### config.mk
export PLATFORM = sky130hd
export DESIGN_NAME = replication_packet_parser_flat
export DESIGN_NICKNAME = d
export VERILOG_FILES = /design/src/rtl/core/rpp_pkg.sv /design/src/rtl/core/rpp_in_if.sv /design/src/rtl/core/rpp_out_if.sv /design/src/rtl/core/rpp_parser.sv /design/src/rtl/core/rpp_out_fifo.sv /design/src/rtl/core/replication_packet_parser.sv /design/src/flat_wrapper.sv
export SDC_FILE = /design/constraint.sdc
export NUM_CORES = 1
export LEC_CHECK = 0
export BUFFER_PORTS_ARGS = -buffer_cell sky130_fd_sc_hd__buf_4
export CORE_ASPECT_RATIO = 0.5
export CORE_UTILIZATION = 45
export CTS_CLUSTER_SIZE = 25
export DETAILED_ROUTE_END_ITERATION = 10
export SLEW_MARGIN = 20
export SYNTH_ARGS = -nofsm -noshare
export SYNTH_HDL_FRONTEND = slang
export SYNTH_SLANG_ARGS = --single-unit
### constraint.sdc
create_clock -name i_clk -period 5.25 [get_ports i_clk]
set_clock_uncertainty 0.05 [all_clocks]
set_input_delay 0 -clock i_clk [delete_from_list [all_inputs] [get_ports i_clk]]
set_output_delay 0 -clock i_clk [all_outputs]
set_load 0.005 [all_outputs]
### src/rtl/core/rpp_pkg.sv
// ----------------------------------------------------------------------------
// Replication packet parser package
// Shared types, codes and helper function of the packet parser.
// ----------------------------------------------------------------------------
package rpp_pkg;

    // Configuration register indexes
    localparam int unsigned CFG_IDX_W = 1;
    localparam logic [CFG_IDX_W-1:0] CFG_MAGIC   = 1'b0;
    localparam logic [CFG_IDX_W-1:0] CFG_VERSION = 1'b1;
    localparam int unsigned CFG_DATA_W = 32;

    localparam logic [31:0] MAGIC_RESET   = 32'h4158_5250;
    localparam logic [15:0] VERSION_RESET = 16'd1;

    localparam logic [3:0] HDR_LEN = 4'd8;

    // Flags byte
    localparam logic [7:0] FLAG_ALLOWED = 8'h87;
    localparam logic [7:0] FLAG_REMOVE  = 8'h80;
    localparam logic [7:0] FLAG_GROUPS  = 8'h07;

    // Result kinds
    localparam logic [2:0] KIND_ENTRY   = 3'd0;
    localparam logic [2:0] KIND_POS     = 3'd1;
    localparam logic [2:0] KIND_ROT     = 3'd2;
    localparam logic [2:0] KIND_SCALE   = 3'd3;
    localparam logic [2:0] KIND_VERDICT = 3'd4;

    // Verdict codes
    localparam logic [3:0] V_OK        = 4'd0;
    localparam logic [3:0] V_SHORT     = 4'd1;
    localparam logic [3:0] V_MAGIC     = 4'd2;
    localparam logic [3:0] V_VERSION   = 4'd3;
    localparam logic [3:0] V_ID        = 4'd4;
    localparam logic [3:0] V_FLAGS     = 4'd5;
    localparam logic [3:0] V_NONFINITE = 4'd6;
    localparam logic [3:0] V_TRUNC     = 4'd7;
    localparam logic [3:0] V_TRAILING  = 4'd8;

    // Entry phase: id bytes, flags byte, then one phase per float word
    typedef enum logic [3:0] {
        PH_ID      = 4'd0,
        PH_FLAGS   = 4'd1,
        PH_POS_X   = 4'd2,
        PH_POS_Y   = 4'd3,
        PH_POS_Z   = 4'd4,
        PH_ROT_X   = 4'd5,
        PH_ROT_Y   = 4'd6,
        PH_ROT_Z   = 4'd7,
        PH_ROT_W   = 4'd8,
        PH_SCALE_X = 4'd9,
        PH_SCALE_Y = 4'd10,
        PH_SCALE_Z = 4'd11
    } t_phase;

    typedef struct packed {
        logic [2:0]  out_kind;
        logic [15:0] entry_index;
        logic [1:0]  component;
        logic [31:0] entity_id;
        logic [7:0]  entry_flags;
        logic [31:0] word_value;
        logic [3:0]  verdict;
        logic        end_of_packet;
    } t_result;

    // Results of one accepted item; slot 0 always fills first
    typedef struct packed {
        logic    valid0;
        logic    valid1;
        t_result res0;
        t_result res1;
    } t_push;

    // First word phase of the groups from grp on that the flags select; PH_ID if none
    function automatic t_phase first_word_from(input logic [1:0] grp, input logic [7:0] flags);
        t_phase ph;
        ph = PH_ID;
        if (grp <= 2'd2 && flags[2]) ph = PH_SCALE_X;
        if (grp <= 2'd1 && flags[1]) ph = PH_ROT_X;
        if (grp == 2'd0 && flags[0]) ph = PH_POS_X;
        return ph;
    endfunction

endpackage

### src/rtl/core/rpp_in_if.sv
// ----------------------------------------------------------------------------
// Packet byte channel
// Valid/ready channel that carries one packet byte and its last-byte mark.
// ----------------------------------------------------------------------------
interface rpp_in_if;
    logic       valid;
    logic       ready;
    logic [7:0] data_byte;
    logic       last_byte;

    modport source(output valid, output data_byte, output last_byte, input ready);
    modport sink(input valid, input data_byte, input last_byte, output ready);
endinterface

### src/rtl/core/rpp_out_if.sv
// ----------------------------------------------------------------------------
// Parse result channel
// Valid/ready channel that carries entry headers, float words and verdicts.
// ----------------------------------------------------------------------------
interface rpp_out_if;
    logic        valid;
    logic        ready;
    logic [2:0]  out_kind;
    logic [15:0] entry_index;
    logic [1:0]  component;
    logic [31:0] entity_id;
    logic [7:0]  entry_flags;
    logic [31:0] word_value;
    logic [3:0]  verdict;
    logic        end_of_packet;

    modport source(output valid, output out_kind, output entry_index, output component,
                   output entity_id, output entry_flags, output word_value,
                   output verdict, output end_of_packet, input ready);
    modport sink(input valid, input out_kind, input entry_index, input component,
                 input entity_id, input entry_flags, input word_value,
                 input verdict, input end_of_packet, output ready);
endinterface

### src/rtl/core/rpp_parser.sv
// ----------------------------------------------------------------------------
// Packet parser core
// Per-byte header, entry and float checks; emits up to two results per item.
// ----------------------------------------------------------------------------
module rpp_parser (
    input  logic                 i_clk,
    input  logic                 i_rst_n,
    input  logic                 i_fire,
    input  logic [7:0]           i_data,
    input  logic                 i_last,
    input  logic [31:0]          i_magic,
    input  logic [15:0]          i_version,
    output rpp_pkg::t_push       o_push
);

    logic [3:0]      r_hdr_pos, n_hdr_pos;
    logic [31:0]     r_shift, n_shift;
    logic [15:0]     r_declared, n_declared;
    logic [15:0]     r_done, n_done;
    rpp_pkg::t_phase r_phase, n_phase;
    logic [1:0]      r_wcnt, n_wcnt;
    logic [7:0]      r_flags, n_flags;
    logic [31:0]     r_id, n_id;
    logic [3:0]      r_err, n_err;

    logic [31:0]     sh_new;
    logic            flags_bad;
    logic [1:0]      grp;
    logic [1:0]      comp;
    logic            grp_end;
    rpp_pkg::t_phase nxt_phase;
    logic [3:0]      vcode;
    rpp_pkg::t_result res_verdict;

    assign sh_new = {r_shift[23:0], i_data};

    assign flags_bad = (|(i_data & ~rpp_pkg::FLAG_ALLOWED))
                    || (i_data[7] && i_data != rpp_pkg::FLAG_REMOVE)
                    || (!i_data[7] && (i_data & rpp_pkg::FLAG_GROUPS) == 8'd0);

    // Decode float group and axis from the phase
    always_comb begin
        if (r_phase < rpp_pkg::PH_ROT_X) begin
            grp     = 2'd0;
            comp    = 2'(r_phase - rpp_pkg::PH_POS_X);
            grp_end = (r_phase == rpp_pkg::PH_POS_Z);
        end else if (r_phase < rpp_pkg::PH_SCALE_X) begin
            grp     = 2'd1;
            comp    = 2'(r_phase - rpp_pkg::PH_ROT_X);
            grp_end = (r_phase == rpp_pkg::PH_ROT_W);
        end else begin
            grp     = 2'd2;
            comp    = 2'(r_phase - rpp_pkg::PH_SCALE_X);
            grp_end = (r_phase == rpp_pkg::PH_SCALE_Z);
        end
        nxt_phase = rpp_pkg::first_word_from(grp + 2'd1, r_flags);
    end

    always_comb begin
        n_hdr_pos  = r_hdr_pos;
        n_shift    = r_shift;
        n_declared = r_declared;
        n_done     = r_done;
        n_phase    = r_phase;
        n_wcnt     = r_wcnt;
        n_flags    = r_flags;
        n_id       = r_id;
        n_err      = r_err;
        o_push     = '0;
        vcode      = rpp_pkg::V_OK;
        res_verdict = '0;

        if (i_fire) begin
            if (r_hdr_pos < rpp_pkg::HDR_LEN) begin
                n_shift   = sh_new;
                n_hdr_pos = r_hdr_pos + 4'd1;
                if (r_hdr_pos == 4'd3 && sh_new != i_magic) begin
                    if (r_err == rpp_pkg::V_OK) n_err = rpp_pkg::V_MAGIC;
                end else if (r_hdr_pos == 4'd5 && sh_new[15:0] != i_version) begin
                    if (r_err == rpp_pkg::V_OK) n_err = rpp_pkg::V_VERSION;
                end else if (r_hdr_pos == 4'd7) begin
                    n_declared = sh_new[15:0];
                end
            end else if (r_err != rpp_pkg::V_OK) begin
                // drop bytes until the end of the packet
            end else if (r_done >= r_declared) begin
                n_err = rpp_pkg::V_TRAILING;
            end else if (r_phase == rpp_pkg::PH_ID) begin
                n_shift = sh_new;
                n_wcnt  = r_wcnt + 2'd1;
                if (r_wcnt == 2'd3) begin
                    n_id    = sh_new;
                    n_phase = rpp_pkg::PH_FLAGS;
                    // an id finished on the last byte reads as truncation instead
                    if (!i_last && sh_new == 32'd0) n_err = rpp_pkg::V_ID;
                end
            end else if (r_phase == rpp_pkg::PH_FLAGS) begin
                n_flags = i_data;
                if (flags_bad) begin
                    n_err = rpp_pkg::V_FLAGS;
                end else begin
                    o_push.valid0           = 1'b1;
                    o_push.res0.out_kind    = rpp_pkg::KIND_ENTRY;
                    o_push.res0.entry_index = r_done;
                    o_push.res0.entity_id   = r_id;
                    o_push.res0.entry_flags = i_data;
                    if (i_data == rpp_pkg::FLAG_REMOVE) begin
                        n_done  = r_done + 16'd1;
                        n_phase = rpp_pkg::PH_ID;
                    end else begin
                        n_phase = rpp_pkg::first_word_from(2'd0, i_data);
                    end
                end
            end else begin
                n_shift = sh_new;
                n_wcnt  = r_wcnt + 2'd1;
                if (r_wcnt == 2'd3) begin
                    if (sh_new[30:23] == 8'hFF) begin
                        n_err = rpp_pkg::V_NONFINITE;
                    end else begin
                        o_push.valid0           = 1'b1;
                        o_push.res0.out_kind    = 3'({1'b0, grp} + 3'd1);
                        o_push.res0.entry_index = r_done;
                        o_push.res0.component   = comp;
                        o_push.res0.entity_id   = r_id;
                        o_push.res0.entry_flags = r_flags;
                        o_push.res0.word_value  = sh_new;
                        if (!grp_end) begin
                            n_phase = rpp_pkg::t_phase'(r_phase + 4'd1);
                        end else begin
                            n_phase = nxt_phase;
                            if (nxt_phase == rpp_pkg::PH_ID) n_done = r_done + 16'd1;
                        end
                    end
                end
            end

            if (i_last) begin
                if (n_hdr_pos < rpp_pkg::HDR_LEN)      vcode = rpp_pkg::V_SHORT;
                else if (n_err != rpp_pkg::V_OK)       vcode = n_err;
                else if (n_done >= n_declared)         vcode = rpp_pkg::V_OK;
                else                                   vcode = rpp_pkg::V_TRUNC;
                res_verdict.out_kind      = rpp_pkg::KIND_VERDICT;
                res_verdict.entry_index   = n_done;
                res_verdict.verdict       = vcode;
                res_verdict.end_of_packet = 1'b1;
                if (o_push.valid0) begin
                    o_push.valid1 = 1'b1;
                    o_push.res1   = res_verdict;
                end else begin
                    o_push.valid0 = 1'b1;
                    o_push.res0   = res_verdict;
                end
                // start the next packet from a clean state
                n_hdr_pos  = '0;
                n_shift    = '0;
                n_declared = '0;
                n_done     = '0;
                n_phase    = rpp_pkg::PH_ID;
                n_wcnt     = '0;
                n_flags    = '0;
                n_id       = '0;
                n_err      = rpp_pkg::V_OK;
            end
        end
    end

    always_ff @(posedge i_clk) begin
        if (!i_rst_n) begin
            r_hdr_pos  <= '0;
            r_shift    <= '0;
            r_declared <= '0;
            r_done     <= '0;
            r_phase    <= rpp_pkg::PH_ID;
            r_wcnt     <= '0;
            r_flags    <= '0;
            r_id       <= '0;
            r_err      <= rpp_pkg::V_OK;
        end else begin
            r_hdr_pos  <= n_hdr_pos;
            r_shift    <= n_shift;
            r_declared <= n_declared;
            r_done     <= n_done;
            r_phase    <= n_phase;
            r_wcnt     <= n_wcnt;
            r_flags    <= n_flags;
            r_id       <= n_id;
            r_err      <= n_err;
        end
    end

    a_hdr_bound: assert property (@(posedge i_clk) disable iff (!i_rst_n)
        r_hdr_pos <= rpp_pkg::HDR_LEN)
        else $error("header position beyond header length");

    a_entry_after_hdr: assert property (@(posedge i_clk) disable iff (!i_rst_n)
        (r_phase != rpp_pkg::PH_ID || r_wcnt != 2'd0) |-> r_hdr_pos == rpp_pkg::HDR_LEN)
        else $error("entry parsing started inside the header");

    a_err_sticky: assert property (@(posedge i_clk) disable iff (!i_rst_n)
        (r_err != rpp_pkg::V_OK && !(i_fire && i_last)) |=> r_err == $past(r_err))
        else $error("latched error changed before end of packet");

    a_slot_order: assert property (@(posedge i_clk) disable iff (!i_rst_n)
        o_push.valid1 |-> (o_push.valid0 && o_push.res1.end_of_packet))
        else $error("second result slot used without verdict in order");

endmodule

### src/rtl/core/rpp_out_fifo.sv
// ----------------------------------------------------------------------------
// Result queue
// Small register queue that takes up to two results a cycle and drives the
// result channel one item a cycle while the receiver is ready.
// ----------------------------------------------------------------------------
module rpp_out_fifo #(
    parameter int unsigned P_DEPTH = 4
) (
    input  logic             i_clk,
    input  logic             i_rst_n,
    input  rpp_pkg::t_push   i_push,
    output logic             o_room,
    rpp_out_if.source        o_out_chan
);

    localparam int unsigned PTR_W = (P_DEPTH > 1) ? $clog2(P_DEPTH) : 1;
    localparam int unsigned CNT_W = $clog2(P_DEPTH + 1);
    localparam logic [PTR_W-1:0] LAST_PTR = PTR_W'(P_DEPTH - 1);
    localparam logic [CNT_W-1:0] ROOM_MAX = CNT_W'(P_DEPTH - 2);
    localparam logic [CNT_W-1:0] FULL_CNT = CNT_W'(P_DEPTH);

    rpp_pkg::t_result mem [P_DEPTH];

    logic [PTR_W-1:0] r_wr, n_wr;
    logic [PTR_W-1:0] r_rd, n_rd;
    logic [CNT_W-1:0] r_count, n_count;
    logic [PTR_W-1:0] wr_next;
    logic             pop;
    rpp_pkg::t_result head;

    assign wr_next = (r_wr == LAST_PTR) ? '0 : r_wr + PTR_W'(1);
    assign pop     = o_out_chan.valid && o_out_chan.ready;
    assign o_room  = (r_count <= ROOM_MAX);

    always_comb begin
        n_wr = r_wr;
        if (i_push.valid1) n_wr = (wr_next == LAST_PTR) ? '0 : wr_next + PTR_W'(1);
        else if (i_push.valid0) n_wr = wr_next;
        n_rd = r_rd;
        if (pop) n_rd = (r_rd == LAST_PTR) ? '0 : r_rd + PTR_W'(1);
        n_count = r_count + CNT_W'(i_push.valid0) + CNT_W'(i_push.valid1) - CNT_W'(pop);
    end

    always_ff @(posedge i_clk) begin
        if (i_push.valid0) mem[r_wr] <= i_push.res0;
        if (i_push.valid1) mem[wr_next] <= i_push.res1;
    end

    always_ff @(posedge i_clk) begin
        if (!i_rst_n) begin
            r_wr    <= '0;
            r_rd    <= '0;
            r_count <= '0;
        end else begin
            r_wr    <= n_wr;
            r_rd    <= n_rd;
            r_count <= n_count;
        end
    end

    assign head                     = mem[r_rd];
    assign o_out_chan.valid         = (r_count != '0);
    assign o_out_chan.out_kind      = head.out_kind;
    assign o_out_chan.entry_index   = head.entry_index;
    assign o_out_chan.component     = head.component;
    assign o_out_chan.entity_id     = head.entity_id;
    assign o_out_chan.entry_flags   = head.entry_flags;
    assign o_out_chan.word_value    = head.word_value;
    assign o_out_chan.verdict       = head.verdict;
    assign o_out_chan.end_of_packet = head.end_of_packet;

    a_no_overflow: assert property (@(posedge i_clk) disable iff (!i_rst_n)
        r_count <= FULL_CNT)
        else $error("result queue overflow");

    a_push_needs_room: assert property (@(posedge i_clk) disable iff (!i_rst_n)
        i_push.valid0 |-> o_room)
        else $error("results pushed without room for two");

endmodule

### src/rtl/core/replication_packet_parser.sv
// ----------------------------------------------------------------------------
// Replication packet parser
// Checks a byte stream packet header and entries and emits parse results.
// ----------------------------------------------------------------------------
// Usage:
//   i_in_chan carries one packet byte per item with last_byte on the final
//   byte. o_out_chan returns entry headers (kind 0), position, rotation and
//   scale words (kinds 1..3) as they are parsed, and on the last byte a
//   verdict (kind 4, end_of_packet = 1). The consumer commits or drops the
//   packet's results according to the verdict.
//   Each byte is checked in the cycle it is accepted; its results (at most
//   two) are written to a registered result queue that drives o_out_chan.
//   A new byte is taken every cycle while the queue has room for two
//   results, so the parser runs at one byte per cycle when the receiver takes
//   one result per cycle. When the receiver stalls, the queue fills and
//   i_in_chan.ready drops until it drains.
//   Reset empties the queue, clears the packet state and loads the magic and
//   version registers with their defaults. Write the registers through the
//   i_cfg_* port only while the parser is idle.
// ----------------------------------------------------------------------------
module replication_packet_parser #(
    parameter int unsigned P_FIFO_DEPTH = 4
) (
    input  logic                              i_clk,
    input  logic                              i_rst_n,
    input  logic                              i_cfg_we,
    input  logic [rpp_pkg::CFG_IDX_W-1:0]     i_cfg_index,
    input  logic [rpp_pkg::CFG_DATA_W-1:0]    i_cfg_data,
    rpp_in_if.sink                            i_in_chan,
    rpp_out_if.source                         o_out_chan
);

    logic [31:0]    r_magic;
    logic [15:0]    r_version;
    logic           room;
    logic           fire;
    rpp_pkg::t_push push;

    always_ff @(posedge i_clk) begin
        if (!i_rst_n) begin
            r_magic   <= rpp_pkg::MAGIC_RESET;
            r_version <= rpp_pkg::VERSION_RESET;
        end else if (i_cfg_we) begin
            case (i_cfg_index)
                rpp_pkg::CFG_MAGIC:   r_magic   <= i_cfg_data[31:0];
                rpp_pkg::CFG_VERSION: r_version <= i_cfg_data[15:0];
                default: ;
            endcase
        end
    end

    assign i_in_chan.ready = room;
    assign fire            = i_in_chan.valid && room;

    rpp_parser u_parser (
        .i_clk     (i_clk),
        .i_rst_n   (i_rst_n),
        .i_fire    (fire),
        .i_data    (i_in_chan.data_byte),
        .i_last    (i_in_chan.last_byte),
        .i_magic   (r_magic),
        .i_version (r_version),
        .o_push    (push)
    );

    rpp_out_fifo #(
        .P_DEPTH (P_FIFO_DEPTH)
    ) u_out_fifo (
        .i_clk      (i_clk),
        .i_rst_n    (i_rst_n),
        .i_push     (push),
        .o_room     (room),
        .o_out_chan (o_out_chan)
    );

endmodule

### src/flat_wrapper.sv
// flat-port wrapper written by rule: the top's interface ports become plain ports
module replication_packet_parser_flat 
#(
    parameter int unsigned P_FIFO_DEPTH = 4
)
  (i_clk, i_rst_n, i_cfg_we, i_cfg_index, i_cfg_data, i_in_chan_valid, i_in_chan_data_byte, i_in_chan_last_byte, i_in_chan_ready, o_out_chan_valid, o_out_chan_out_kind, o_out_chan_entry_index, o_out_chan_component, o_out_chan_entity_id, o_out_chan_entry_flags, o_out_chan_word_value, o_out_chan_verdict, o_out_chan_end_of_packet, o_out_chan_ready);
  rpp_in_if i_in_chan_i ();
  rpp_out_if o_out_chan_i ();
  input  logic i_clk;
  input  logic i_rst_n;
  input  logic i_cfg_we;
  input  logic [rpp_pkg::CFG_IDX_W-1:0] i_cfg_index;
  input  logic [rpp_pkg::CFG_DATA_W-1:0] i_cfg_data;
  input wire logic [$bits(i_in_chan_i.valid)-1:0] i_in_chan_valid;
  input wire logic [$bits(i_in_chan_i.data_byte)-1:0] i_in_chan_data_byte;
  input wire logic [$bits(i_in_chan_i.last_byte)-1:0] i_in_chan_last_byte;
  output wire logic [$bits(i_in_chan_i.ready)-1:0] i_in_chan_ready;
  output wire logic [$bits(o_out_chan_i.valid)-1:0] o_out_chan_valid;
  output wire logic [$bits(o_out_chan_i.out_kind)-1:0] o_out_chan_out_kind;
  output wire logic [$bits(o_out_chan_i.entry_index)-1:0] o_out_chan_entry_index;
  output wire logic [$bits(o_out_chan_i.component)-1:0] o_out_chan_component;
  output wire logic [$bits(o_out_chan_i.entity_id)-1:0] o_out_chan_entity_id;
  output wire logic [$bits(o_out_chan_i.entry_flags)-1:0] o_out_chan_entry_flags;
  output wire logic [$bits(o_out_chan_i.word_value)-1:0] o_out_chan_word_value;
  output wire logic [$bits(o_out_chan_i.verdict)-1:0] o_out_chan_verdict;
  output wire logic [$bits(o_out_chan_i.end_of_packet)-1:0] o_out_chan_end_of_packet;
  input wire logic [$bits(o_out_chan_i.ready)-1:0] o_out_chan_ready;
  assign i_in_chan_i.valid = i_in_chan_valid;
  assign i_in_chan_i.data_byte = i_in_chan_data_byte;
  assign i_in_chan_i.last_byte = i_in_chan_last_byte;
  assign i_in_chan_ready = i_in_chan_i.ready;
  assign o_out_chan_valid = o_out_chan_i.valid;
  assign o_out_chan_out_kind = o_out_chan_i.out_kind;
  assign o_out_chan_entry_index = o_out_chan_i.entry_index;
  assign o_out_chan_component = o_out_chan_i.component;
  assign o_out_chan_entity_id = o_out_chan_i.entity_id;
  assign o_out_chan_entry_flags = o_out_chan_i.entry_flags;
  assign o_out_chan_word_value = o_out_chan_i.word_value;
  assign o_out_chan_verdict = o_out_chan_i.verdict;
  assign o_out_chan_end_of_packet = o_out_chan_i.end_of_packet;
  assign o_out_chan_i.ready = o_out_chan_ready;
  replication_packet_parser #(.P_FIFO_DEPTH(P_FIFO_DEPTH)) u_core (.i_clk(i_clk), .i_rst_n(i_rst_n), .i_cfg_we(i_cfg_we), .i_cfg_index(i_cfg_index), .i_cfg_data(i_cfg_data), .i_in_chan(i_in_chan_i), .o_out_chan(o_out_chan_i));
endmodule
==> reports/results.ini, run 1 <==
[place]
placed_cell_area_um2 = 27370
place_hpwl_um = 52610
pre_cts_ws_ns = 0.1022
gp_congestion = 0.9417
io_buffers = 146
dp_cells = 3147

[detailed_routing]
wl_per_cell_um = 24.96
drt_iter0_drc = 2046
ant_nets = 0
vias = 20670
firstDrtPassIters = 6
viasPerCell = 6.256
totalWireLength_um = 82430
remaining_drc_errors = 0

[worst_setup_path]
cp.required_ns = 5.65
cp_data_arrival_time_ns = 5.35
path_cells = inv_1 > ha_2 > nand2b_1 > and2_1 > ha_1 > nand2b_1 > nand2_1 > nor4b_2 > buf_4 > o2111a_1 > buf_12 > nand3_2 > xnor2_1 > ha_1 > a21o_1 > a21o_1 > a21oi_1 > o21ai_0 > a2111o_1 > o31a_1 > nor2_1
critPathSlowestCell = ha_1
startpoint_type = register
cpPeakStageDelay_ns = 0.39
worstPathMaxFanout = 24
end_kind = register
crit_type = register to register
r2r_cells = 21

[die]
start_util_pct = 45.71
core_area_um2 = 55790
ioPinCount = 147
fp.dieH_um = 170.3
row_count = 61
die_area_um2 = 57690
fp.dieW_um = 338.7

[run]
drv_cap = 0

[synth]
yosysWarnings = 0
avgSynthCellArea_um2 = 10.71
synthFlopType = dfxtp_1
syn_nets = 2479
ys_seq_area_share_pct = 47.33
ys_ff_latch = 559
synth_edf_count = 88
synth_top_cells_by_area = dfxtp_1, edfxtp_1, mux4_2
syn_area_um2 = 25500
synth_top_area_share_pct = 36.97
yosys.area.top_type = dfxtp_1
synthDistinctLibCells = 84
async_reset_ff_share_pct = 0
synthCells = 2382

[layout]
final_cells = 3303
layout_commonest_cell = dfxtp_1
fin_area_um2 = 29750
nNetsFinal = 2608
drive_gt1_share_pct = 17.86
diodes = 0
post-route-util_pct = 53.32
syn_to_final_growth_pct = 16.65
layout_common_cells = dfxtp_1, buf_4, nand2_1

[grt]
grt_max_degree = 93
grt_pass1_wl_um = 124300
overflow = 0
grt_antenna_before_repair = 0
grt_pass1_vias = 19710
grt_usage_pct = 28.13

[sta]
fmax_mhz = 202.0
fin_crit_ns = 4.951
hold_violations = 0
setup-tns-final_ns = 0
max_slew_margin_pct = 20.10
holdWs_ns = 0.1428
finalSetupViolCount = 0
grt_setup_unrepaired = false
tightest_slew_ns = 1.189
maxSlewViolCount = 0
finalCritPeriodShare_pct = 94.31
fin_ws_ns = 0.2987

[power]
powerDensity_nw_per_um2 = 334.0
leakage_nw = 10.70
ir_drop_mv = 0.2783
finalPower_mw = 9.936

[hold_path]
hold_path_depth = 4
hold_path.class = input port to register

[cts]
path_clk_slew_ns = 0.07
cts_sinks = 559
clockBufferDepth = 3
tritoncts = built
root_buffer = clkbuf_16
cts_htree_levels = 2
clkLatencyLatePin_ns = 0.62
numCtsBuffers = 51

[status]
outcome = completed

-- cell families (layout without fill, tap and decap cells) --
kind of cell,Yosys count,in the layout,share of synthesized area (%)
fa+ha+maj,50,50,2.512
buf+inv,286,451,4.867
mux,182,182,11.96
simple gates,619,619,11.74
compound gates,622,622,19.39
xor+xnor,64,64,2.198
flops,559,559,47.33
-- registers in the layout (all words and copies together), names as in the netlist, named ones only --
signal	cells
u_core.u_out_fifo.mem	392
u_core.r_magic	32
u_core.u_parser.r_id	32
u_core.u_parser.r_shift	24
u_core.r_version	16
u_core.u_parser.r_declared	16
u_core.u_parser.r_done	16
u_core.u_parser.r_flags	8
u_core.u_parser.r_err	4
u_core.u_parser.r_hdr_pos	4
u_core.u_parser.r_phase	4
u_core.u_out_fifo.r_count	3
u_core.u_out_fifo.r_rd	2
u_core.u_out_fifo.r_wr	2
u_core.u_parser.r_wcnt	2
-- power by group --
group | switching (mW) | leakage (nW) | internal (mW)
Combinational | 0.964 | 5.27 | 0.593
Sequential | 0.113 | 4.60 | 4.44
Clock | 1.70 | 0.821 | 2.13
-- cell type report --
cell class | instances | area [um2]
tap | 756 | 945.9
clock buffer | 82 | 1559
clock inverter | 7 | 123.9
inverter | 55 | 209.0
fill | 4930 | 26040
multi-input combinational | 1537 | 12270
timing repair buffer | 307 | 2560
sequential | 559 | 12080
-- metal layers --
layer,GRT usage [%],vias up,routed length [um]
li1,-,9289,-
met1,39.48,10360,36950
met4,7.437,0,1926
met2,43.71,871,36820
met5,0,-,0
met3,6.278,141,6743
-- worst max-delay path: cells and delay by family (launching register included) --
kind                       cells  cell delay, ns
AOI/OAI and AO/OA              7            1.66
adders and majority gates      3            0.93
xor gates and xnor gates       1            0.20
buffers and inverters          3            0.44
DFF                            1            0.31
and+or+nand+nor                7            1.18
-- worst paths after layout --
kind / from / slack [ns] / endpoint
min: i_cfg_data[7] / 0.14 / u_core.r_version[7]$_SDFFE_PN0P_
min reg2reg: u_core.u_out_fifo.mem[1][67]$_SDFFE_PP0P_ / 0.41 / u_core.u_out_fifo.mem[1][67]$_SDFFE_PP0P_
max: u_core.u_parser.r_phase[1]$_SDFFE_PN0P_ / 0.30 / u_core.u_out_fifo.mem[2][2]$_DFFE_PP_
max reg2reg: u_core.u_parser.r_phase[1]$_SDFFE_PN0P_ / 0.30 / u_core.u_out_fifo.mem[2][2]$_DFFE_PP_
-- cells in the mapped netlist (6+ instances only) --
library cell,n
buf_2,29
a21oi_1,117
nand2_1,202
o22ai_1,9
nand3_1,64
nor3b_1,6
o21ai_0,40
nand4_1,33
and3_1,23
and2_1,11
nor2_1,143
or3_1,10
nor2b_1,28
inv_1,49
a211o_1,15
o211ai_1,10
clkbuf_1,162
a32oi_1,8
mux4_2,98
a21o_1,15
dfxtp_1,471
a22o_1,38
o2bb2ai_1,122
a31oi_1,23
a22oi_1,12
mux2i_1,82
a32o_1,148
buf_6,16
ha_1,48
buf_1,21
and4_1,6
edfxtp_1,88
nor4_1,13
nor3_1,47
a2bb2oi_1,16
nand2b_1,7
xnor2_1,62
-- repair_timing --
action / 4_1_cts / 5_1_grt
gates cloned: 0 / 0
setup endpoints to repair: 4 / 12
hold buffers: 67 / 0
endpoints found under the hold margin: 140 / 0
gates resized for setup: 1 / 6
setup buffers: 0 / 0
(Power assumes the default switching activity.)
==> inputs of run 2 (changes only) <==
GPL_TIMING_DRIVEN = 0   (was unset)
==> run 2 against run 1 <==
Die area did not move. Non-clock buffer count rose by 105. Largest cell class unchanged. Critical path type unchanged. Critical endpoint is now u_core.u_out_fifo.mem[3][2]$_DFFE_PP_. Worst hold slack got worse by 0.078 ns. Fmax fell by 3.6%. Cell area rose by 1.1%. Global-route usage rose by 2.7 points. Sequential share of layout area fell by 0.44 points. Sequential cell count did not move. Register-to-register slack got worse by 0.19 ns. Count of clock-buffer cells in the layout fell by 16. Cell count rose by 3.4%. Setup slack got worse by 0.19 ns.
==> reports/results.ini, run 2 (same netlist as run 1, synthesis figures left out) <==
[status]
outcome = completed

[place]
io_buffers = 141
gp_congestion = 0.9988
place_hpwl_um = 66020
dp_cells = 3279

[die]
ioPinCount = 147
fp.dieH_um = 170.3
fp.dieW_um = 338.7
row_count = 61
core_area_um2 = 55790
die_area_um2 = 57690
start_util_pct = 45.71

[layout]
regArea_um2 = 12080
num-fill-cells = 4972
drive_gt1_share_pct = 17.68
layout_commonest_cell = dfxtp_1
final_cells = 3414
multiInputGateArea_um2 = 12470
syn_to_final_growth_pct = 17.95
largest_register_ffs = 392
nNetsFinal = 2713
top_regs = u_core.u_out_fifo.mem (392), u_core.r_magic (32), u_core.u_parser.r_id (32)
registers.top_by_ff_count = u_core.u_out_fifo.mem
diodes = 0
layout_common_cells = dfxtp_1, nand2_1, buf_4

[run]
drv_cap = 0

[detailed_routing]
wl_per_cell_um = 26.75
vias = 21670
remaining_drc_errors = 0
firstDrtPassIters = 8
drt_iter0_drc = 2450
viasPerCell = 6.347
totalWireLength_um = 91340
ant_nets = 0

[cts]
clockBufferDepth = 3
clkLatencyLatePin_ns = 0.62
numCtsBuffers = 50
root_buffer = clkbuf_16
tritoncts = built
cts_sinks = 559
path_clk_slew_ns = 0.08
cts_htree_levels = 2

[grt]
grt_pass1_wl_um = 132300
grt_max_degree = 23
overflow = 0
grt_pass1_vias = 20200
grt_antenna_before_repair = 4
grt_usage_pct = 30.80

[power]
leakage_nw = 10.76
ir_drop_mv = 0.2181
powerDensity_nw_per_um2 = 340.7

[worst_setup_path]
end_kind = register
cp.required_ns = 5.65
startpoint_type = register
worstPathMaxFanout = 9
cp_data_arrival_time_ns = 5.54
crit_type = register to register

[sta]
finalCritPeriodShare_pct = 97.84
tightest_slew_ns = 1.190
fin_crit_ns = 5.137
maxSlewViolCount = 0
max_slew_margin_pct = 20.65
hold_violations = 0
finalSetupViolCount = 0
fmax_mhz = 194.7
setup-tns-final_ns = 0

[hold_path]
hold_path.class = input port to register

-- run 2: timing repair --
item	in CTS	in global routing
hold buffers	41	0
pin swaps	7	10
buffers inserted	4	9
endpoints found under the setup margin	56	63
gates cloned	0	1
hold endpoints to repair	76	0
gates resized for setup	34	41
-- run 2: metrics by stage --
stage                     area [um2]  hold WS [ns]  power (mW)  setup WS, ns  utilization [%]
after floorplan                25500       0.07397       5.579        0.4870                -
after global placement         27510        0.1627       6.235       -0.9521            49.31
after detailed placement       27510        0.1693       6.242       -0.9861            49.31
after CTS                      29860      0.008036       10.25      0.009362            53.52
after global routing           30080       0.06314       10.56      -0.01250            53.92
final                          30080       0.06456       10.25        0.1134            53.92
-- run 2: per-layer routing --
metal | routed length, um | global-route usage [%] | share of wire (%) | vias to the layer above
met5 | 25 | 0 | 0.027 | -
met4 | 2429 | 8.774 | 2.7 | 4
met3 | 9351 | 7.462 | 10 | 164
met2 | 38590 | 45.47 | 42 | 1044
met1 | 40940 | 44.54 | 45 | 10940
li1 | - | - | - | 9522
-- run 2: where the power goes --
part | switching, mW | internal [mW]
registers | 0.0896 | 4.43
logic | 1.10 | 0.589
clock network | 1.80 | 2.24
-- run 2: area by class of cell --
| type | instances | share of cell area (%) |
|---|---|---|
| Inverter | 55 | 0.7112 |
| Buffer | 217 | 3.340 |
| Timing Repair Buffer | 195 | 5.207 |
| Sequential cell | 559 | 40.17 |
| Clock buffer | 66 | 4.870 |
| Timing Repair inverter | 1 | 0.02496 |
| Tap cell | 756 | 3.144 |
| Multi-Input combinational cell | 1537 | 41.44 |
| Clock inverter | 28 | 1.098 |
-- run 2: final timing paths --
| check | from | end | slack [ns] | depth (start not counted) |
|---|---|---|---|---|
| worst min register to register | u_core.u_out_fifo.mem[2][50]$_SDFFE_PP0P_ | u_core.u_out_fifo.mem[2][50]$_SDFFE_PP0P_ | 0.41 | 1 |
| worst max register to register | u_core.u_parser.r_phase[0]$_SDFFE_PN0P_ | u_core.u_out_fifo.mem[3][2]$_DFFE_PP_ | 0.11 | 17 |
| worst min-delay path | i_in_chan_data_byte[2] | u_core.u_parser.r_phase[0]$_SDFFE_PN0P_ | 0.06 | 7 |
| worst max-delay path | u_core.u_parser.r_phase[0]$_SDFFE_PN0P_ | u_core.u_out_fifo.mem[3][2]$_DFFE_PP_ | 0.11 | 17 |
-- run 2: critical path: stages, from the launching register on --
cell	delay (ns)
dfxtp_1	0.37
buf_2	0.23
inv_2	0.08
ha_4	0.18
o22ai_1	0.31
ha_2	0.29
nand2b_1	0.14
nand2_1	0.09
nor4b_4	0.43
o2111ai_4	0.24
or3_4	0.49
xnor2_4	0.24
ha_1	0.33
a2111oi_4	0.36
a31oi_4	0.16
a2111o_1	0.40
o31a_1	0.41
nor2_1	0.14
